**src/rtl/csvqfs_pkg.sv**
```systemverilog
// ----------------------------------------------------------------------------
// csvqfs_pkg
// Shared types, codes and the whitespace test for the CSV field splitter.
// ----------------------------------------------------------------------------
package csvqfs_pkg;

	localparam int unsigned CharW = 16;

	localparam logic [CharW-1:0] QuoteChar = 16'h0022;
	localparam logic [CharW-1:0] SepReset  = 16'h002C;

	typedef enum logic [1:0] {
		MODE_PLAIN   = 2'd0,
		MODE_QUOTED  = 2'd1,
		MODE_PENDING = 2'd2
	} mode_t;

	typedef enum logic [1:0] {
		ACT_APPEND  = 2'd0,
		ACT_END     = 2'd1,
		ACT_RESTART = 2'd2
	} action_t;

	// One character step: optional result and the state it leaves.
	typedef struct packed {
		logic             emit;
		action_t          act;
		logic [CharW-1:0] ch;
		mode_t            mode_nxt;
		logic             blank_nxt;
	} step_t;

	function automatic logic is_space(input logic [CharW-1:0] c);
		logic r;
		begin
			r = 1'b0;
			if (c inside {[16'h0009:16'h000D], 16'h0020, 16'h0085, 16'h00A0, 16'h1680,
				[16'h2000:16'h200A], 16'h2028, 16'h2029, 16'h202F, 16'h205F,
				16'h3000}) begin
				r = 1'b1;
			end
			return r;
		end
	endfunction

endpackage

```
**src/rtl/csvqfs_decode.sv**
```systemverilog
// ----------------------------------------------------------------------------
// csvqfs_decode
// Quote state machine step for one character: result and next state.
// ----------------------------------------------------------------------------
module csvqfs_decode (
	input  logic                                 has_char,
	input  logic [csvqfs_pkg::CharW-1:0]         char_code,
	input  logic [csvqfs_pkg::CharW-1:0]         sep,
	input  csvqfs_pkg::mode_t                    mode,
	input  logic                                 blank,
	output csvqfs_pkg::step_t                    step
);

	logic is_quote;
	logic blank_app;
	logic plain_path;

	assign is_quote  = (char_code == csvqfs_pkg::QuoteChar);
	assign blank_app = blank & csvqfs_pkg::is_space(char_code);

	always_comb begin
		step.emit      = 1'b0;
		step.act       = csvqfs_pkg::ACT_APPEND;
		step.ch        = '0;
		step.mode_nxt  = mode;
		step.blank_nxt = blank;
		plain_path     = 1'b0;

		if (has_char) begin
			case (mode)
				csvqfs_pkg::MODE_QUOTED: begin
					if (is_quote) begin
						step.mode_nxt = csvqfs_pkg::MODE_PENDING;
					end else begin
						step.emit      = 1'b1;
						step.ch        = char_code;
						step.blank_nxt = blank_app;
					end
				end
				csvqfs_pkg::MODE_PENDING: begin
					if (is_quote) begin
						// doubled quote: literal
						step.emit      = 1'b1;
						step.ch        = char_code;
						step.mode_nxt  = csvqfs_pkg::MODE_QUOTED;
						step.blank_nxt = 1'b0;
					end else begin
						plain_path = 1'b1;
					end
				end
				default: begin
					plain_path = 1'b1;
				end
			endcase

			if (plain_path) begin
				step.emit     = 1'b1;
				step.mode_nxt = csvqfs_pkg::MODE_PLAIN;
				if (is_quote && blank) begin
					step.act      = csvqfs_pkg::ACT_RESTART;
					step.mode_nxt = csvqfs_pkg::MODE_QUOTED;
				end else if (char_code == sep) begin
					step.act       = csvqfs_pkg::ACT_END;
					step.blank_nxt = 1'b1;
				end else begin
					step.ch        = char_code;
					step.blank_nxt = blank_app;
				end
			end
		end
	end

endmodule

```
**src/rtl/csv_quoted_field_splitter.sv**
```systemverilog
// ----------------------------------------------------------------------------
// csv_quoted_field_splitter
// Splits a stream of UTF-16 record characters into field requests.
// ----------------------------------------------------------------------------
// Requests pass through an input register, a combinational decode and an
// output register. Throughput: one request per cycle, one result per cycle,
// while out_ready does not stall the output; a request that yields a
// character result and a record end holds the input register until both are
// sent. Reset clears valids and quote state and sets the separator to a comma.
module csv_quoted_field_splitter (
	input  logic                          clk,
	input  logic                          arst_n,
	input  logic                          cfg_wr_en,
	input  logic [csvqfs_pkg::CharW-1:0]  cfg_wr_data,
	input  logic                          in_valid,
	output logic                          in_ready,
	input  logic [csvqfs_pkg::CharW-1:0]  char_code,
	input  logic                          has_char,
	input  logic                          record_end,
	output logic                          out_valid,
	input  logic                          out_ready,
	output logic [1:0]                    action,
	output logic [csvqfs_pkg::CharW-1:0]  out_char,
	output logic                          ends_record,
	output logic                          last_of_run
);

	logic [csvqfs_pkg::CharW-1:0] sep_q;
	csvqfs_pkg::mode_t            mode_q;
	logic                         blank_q;

	logic                         valid_s1;
	logic [csvqfs_pkg::CharW-1:0] char_s1;
	logic                         has_s1;
	logic                         rend_s1;
	logic                         phase_q;

	csvqfs_pkg::action_t          act_q;
	logic [csvqfs_pkg::CharW-1:0] char_q;
	logic                         endrec_q;
	logic                         last_q;
	logic                         out_valid_q;

	csvqfs_pkg::step_t            dec;
	logic                         char_out;
	logic                         need_out;
	logic                         out_free;
	logic                         adv;
	logic                         finish;
	logic                         rec_close;

	csvqfs_decode u_decode (
		.has_char  (has_s1),
		.char_code (char_s1),
		.sep       (sep_q),
		.mode      (mode_q),
		.blank     (blank_q),
		.step      (dec)
	);

	assign char_out  = !phase_q && dec.emit;
	assign need_out  = phase_q || dec.emit || rend_s1;
	assign out_free  = !out_valid_q || out_ready;
	assign adv       = valid_s1 && (!need_out || out_free);
	assign finish    = adv && (phase_q || !(dec.emit && rend_s1));
	assign rec_close = rend_s1 && !char_out;
	assign in_ready  = !valid_s1 || finish;

	always_ff @(posedge clk or negedge arst_n) begin
		if (!arst_n) begin
			sep_q <= csvqfs_pkg::SepReset;
		end else if (cfg_wr_en) begin
			sep_q <= cfg_wr_data;
		end
	end

	always_ff @(posedge clk or negedge arst_n) begin
		if (!arst_n) begin
			valid_s1 <= 1'b0;
		end else if (in_valid && in_ready) begin
			valid_s1 <= 1'b1;
		end else if (finish) begin
			valid_s1 <= 1'b0;
		end
	end

	always_ff @(posedge clk) begin
		if (in_valid && in_ready) begin
			char_s1 <= char_code;
			has_s1  <= has_char;
			rend_s1 <= record_end;
		end
	end

	always_ff @(posedge clk or negedge arst_n) begin
		if (!arst_n) begin
			mode_q  <= csvqfs_pkg::MODE_PLAIN;
			blank_q <= 1'b1;
			phase_q <= 1'b0;
		end else if (adv) begin
			phase_q <= !finish;
			if (rec_close) begin
				mode_q  <= csvqfs_pkg::MODE_PLAIN;
				blank_q <= 1'b1;
			end else if (!phase_q) begin
				mode_q  <= dec.mode_nxt;
				blank_q <= dec.blank_nxt;
			end
		end
	end

	always_ff @(posedge clk or negedge arst_n) begin
		if (!arst_n) begin
			out_valid_q <= 1'b0;
		end else if (adv && need_out) begin
			out_valid_q <= 1'b1;
		end else if (out_ready) begin
			out_valid_q <= 1'b0;
		end
	end

	always_ff @(posedge clk) begin
		if (adv && need_out) begin
			if (char_out) begin
				act_q    <= dec.act;
				char_q   <= dec.ch;
				endrec_q <= 1'b0;
				last_q   <= !rend_s1;
			end else begin
				act_q    <= csvqfs_pkg::ACT_END;
				char_q   <= '0;
				endrec_q <= 1'b1;
				last_q   <= 1'b1;
			end
		end
	end

	assign out_valid   = out_valid_q;
	assign action      = act_q;
	assign out_char    = char_q;
	assign ends_record = endrec_q;
	assign last_of_run = last_q;

endmodule

```
**config.mk**
```make
export PLATFORM = sky130hd
export DESIGN_NAME = csv_quoted_field_splitter
export DESIGN_NICKNAME = d
export VERILOG_FILES = /design/src/rtl/csvqfs_pkg.sv /design/src/rtl/csvqfs_decode.sv /design/src/rtl/csv_quoted_field_splitter.sv
export SDC_FILE = /design/constraint.sdc
export NUM_CORES = 1
export LEC_CHECK = 0
export BUFFER_PORTS_ARGS = -buffer_cell sky130_fd_sc_hd__buf_2
export CORE_MARGIN = 8
export CORE_UTILIZATION = 25
export CTS_CLUSTER_DIAMETER = 60
export CTS_CLUSTER_SIZE = 16
export DETAILED_ROUTE_END_ITERATION = 6
export GPL_ROUTABILITY_DRIVEN = 0
export MAX_ROUTING_LAYER = met4
export PLACE_DENSITY = 0.46
export SYNTH_ARGS = -nofsm -noshare
export SYNTH_HDL_FRONTEND = slang
export SYNTH_SLANG_ARGS = --single-unit
```
**constraint.sdc**
```tcl
create_clock -name clk -period 2.8 [get_ports clk]
set_clock_uncertainty 0.1 [all_clocks]
set_input_delay 0.14 -clock clk [delete_from_list [all_inputs] [get_ports clk]]
set_output_delay 0.14 -clock clk [all_outputs]
set_load 0.02 [all_outputs]
```
==> flow_summary.yaml <==
setup_path:
  reg2reg_slack_ns: 0.23
  worstRegToRegCells: 6
  path_class: "register to register"
  cp-end-kind: "register"
  crit_required_ns: 2.77
  crit_arrival_ns: 2.54
  crit_chain: "xor2_1 > nor4_1 > nand4_1 > o211ai_2 > o311ai_2 > and3_1"
  slowest_stage: "edfxtp_1"
  startpoint: "char_s1[13]$_DFFE_PP_"
  critPathMaxFanout: 16
  reg2reg_from: "char_s1[13]$_DFFE_PP_"
  critical-path-max-stage-delay_ns: 0.52
  endpoint: "out_char[9]$_SDFFCE_PN0P_"
  timing.rr.end: "out_char[9]$_SDFFCE_PN0P_"
  cp-start-kind: "register"
global_routing:
  grt_pass1_wl_mm: 11.4
  grt_start_max_net_pins: 23
  grtUsageTotal_pct: 10.2
  antenna_found_initial: 0
  grt_pass1_vias: 2224
  gr-total-overflow: 0
min_path:
  hp-class: "input pin to register"
timing:
  fin_crit_sh_pct: 91.7
  setup_tns_ns: 0
  report.final.hold_viol_count: 0
  hold_slack_ns: 0.0736
  max_freq_mhz: 389
  rsz0062_at_grt: "no"
  finalSetupViolations: 0
  slew_viol_final: 0
  period_needed_ns: 2.57
  slew_headroom_pct: 25.7
  worst_pin_slew_ns: 1.11
cts:
  cts.sinks: 60
  h-tree-depth: 3
  cts_root_buf: "clkbuf_16"
  cts_buffer_depth: 2
  cts_buffers: 9
  clock_latency_ns: 0.33
  clk_pin_slew_ns: 0.05
  cts_tree: "built"
logic_synthesis:
  ys.flop_type: "edfxtp_1"
  synth_seq_cells: 60
  synth_area_um2: 2820
  synth_edf_count: 38
  seq_area_frac_synth_pct: 60.1
  synth_top_area_share_pct: 40.4
  synth_warnings: 0
  synth_top_cell_by_area: "edfxtp_1"
  synth.avg_cell_area_um2: 12.8
  netlist_instances: 220
  syn-num-nets: 262
  yosysUniqueCellTypes: 49
  async_flop_share_pct: 36.7
  yosys-top-cells-area: "edfxtp_1, dfrtp_1, mux2_2"
power_and_ir_drop:
  p_comb_share_pct: 15.9
  internal_power_mw: 2.00
  p_sw_share_pct: 26.2
  p_leak_nw: 1.60
  power_frac_clock_pct: 41.3
  irDropWorstVdd_v: 0.000350
  power.switching_uw: 712
  p_per_area_nw_per_um2: 683
  p_seq_share_pct: 42.8
  power_mw: 2.72
placement:
  dp_cells: 415
  placed_cell_area_um2: 3300
  hpwl_mm: 5.22
  io_buffers: 60
floorplanning:
  io_pins: 61
  start_util_pct: 25.8
  dieArea_um2: 14900
  die_w_um: 122
  num_rows: 38
  core_area_um2: 10900
  die_y_um: 122
outcome:
  status: "completed"
drt:
  ant_nets: 0
  drt_iter0_drc: 93
  viasPerCell: 4.40
  dr.pass1.iters: 4
  drc: 0
  dr_total_vias: 2054
  met2WireLength_mm: 3.36
  avgRoutedWirePerCell_um: 15.1
  met1_length_mm: 3.29
  wl_mm: 7.06
  dr_wl_met3_um: 315
  top_layer: "met4"
layout:
  layout_common_cells: "buf_2, edfxtp_1, dlygate4sd3_1"
  area_growth_syn_to_layout_pct: 41.0
  layout-drive-gt1-share_pct: 33.9
  fin_nets: 364
  layoutNonFillerInstCount: 467
  layout_commonest_cell: "buf_2"
  post-route-cell-area_um2: 3980
  n_antenna_cell: 0
job:
  drv_cap: 0
==> layout make-up <==
class / instances / area (um2)
Multi-Input combinational cell: 142 / 1050
Inverter: 8 / 30.0
Clock inverter: 4 / 25.0
Fill cell: 1067 / 6960
Clock buffer: 12 / 289
Timing Repair Buffer: 101 / 711
Sequential cell: 60 / 1700
Tap cell: 140 / 175
==> synthesized netlist by cell type, types with 4 or more instances <==
master,n
a21oi_1,5
and3_1,16
clkbuf_1,5
dfrtp_1,18
dfstp_2,4
edfxtp_1,38
inv_1,7
mux2_2,16
nand2_1,15
nand2b_1,4
nor2_1,8
nor3b_1,4
nor4_1,4
o21ai_0,5
o31ai_1,4
xor2_1,16
==> critical path, delay by kind of cell, from the launching register on <==
kind,cells,cell delay (ns)
AOI/OAI and AO/OA,2,0.52
xor gates and xnor gates,1,0.21
DFF,1,0.52
and+or+nand+nor,3,0.96
==> flip-flops by register name (all words and copies together), names as in the netlist <==
signal	cells
action	2
blank_q	1
char_s1	16
ends_record	1
has_s1	1
last_of_run	1
mode_q	2
out_char	16
out_valid	1
phase_q	1
rend_s1	1
sep_q	16
valid_s1	1
==> worst min-delay path by stage <==
| stage | start | endpoint | slack, ns | cells past startpoint |
|---|---|---|---|---|
| finish | out_ready | out_valid$_DFFE_PN0P_ | 0.07 | 3 |
| global route | out_ready | out_valid$_DFFE_PN0P_ | 0.09 | 3 |
| CTS | out_ready | out_valid$_DFFE_PN0P_ | 0.08 | 3 |
| detailed placement | arst_n | sep_q[12]$_DFFE_PN0P_ | 0.07 | 1 |
| global placement | arst_n | sep_q[12]$_DFFE_PN0P_ | 0.07 | 1 |
| floorplan | arst_n | mode_q[0]$_DFFE_PN0P_ | -0.26 | 0 |
==> per-stage QoR <==
| stage | util, % | setup WS (ns) |
|---|---|---|
| 6_report | 36.4 | 0.232 |
| 3_5_place_dp | 30.2 | 0.197 |
| 3_3_place_gp | 30.2 | 0.211 |
| 5_1_grt | 36.4 | 0.0532 |
| 2_1_floorplan | - | 0.187 |
| 4_1_cts | 36.3 | 0.165 |
==> cells by family after synthesis <==
group | count (synthesis) | share of synthesized area [%]
mux | 17 | 6.74
flops | 60 | 60.1
fa+ha+maj | 3 | 1.33
compound gates | 30 | 7.63
xor+xnor | 16 | 4.97
buf+inv | 18 | 2.93
simple gates | 76 | 16.3
==> power by group through the flow <==
| stage | Clock, mW | Sequential (mW) | Combinational [mW] |
|---|---|---|---|
| finish | 1.12 | 1.16 | 0.432 |
| global route | 1.19 | 1.18 | 0.479 |
| CTS | 1.15 | 1.17 | 0.440 |
| detailed placement | 0 | 1.18 | 0.400 |
| global placement | 0 | 1.18 | 0.401 |
| floorplan | 0 | 1.21 | 0.204 |
==> layer usage <==
metal	global-route usage [%]	vias up
met4	3.88	0
met1	12.4	968
met3	2.89	10
li1	-	1013
met2	15.7	63
met5	-	-
==> repair_timing <==
action | in CTS | in global routing
gates resized for setup | 0 | 1
endpoints found under the hold margin | 53 | 0
setup endpoints to repair | 0 | 19
setup buffers | 0 | 0
hold buffers | 36 | 0
Note: power is estimated with default switching activity, not from simulation.
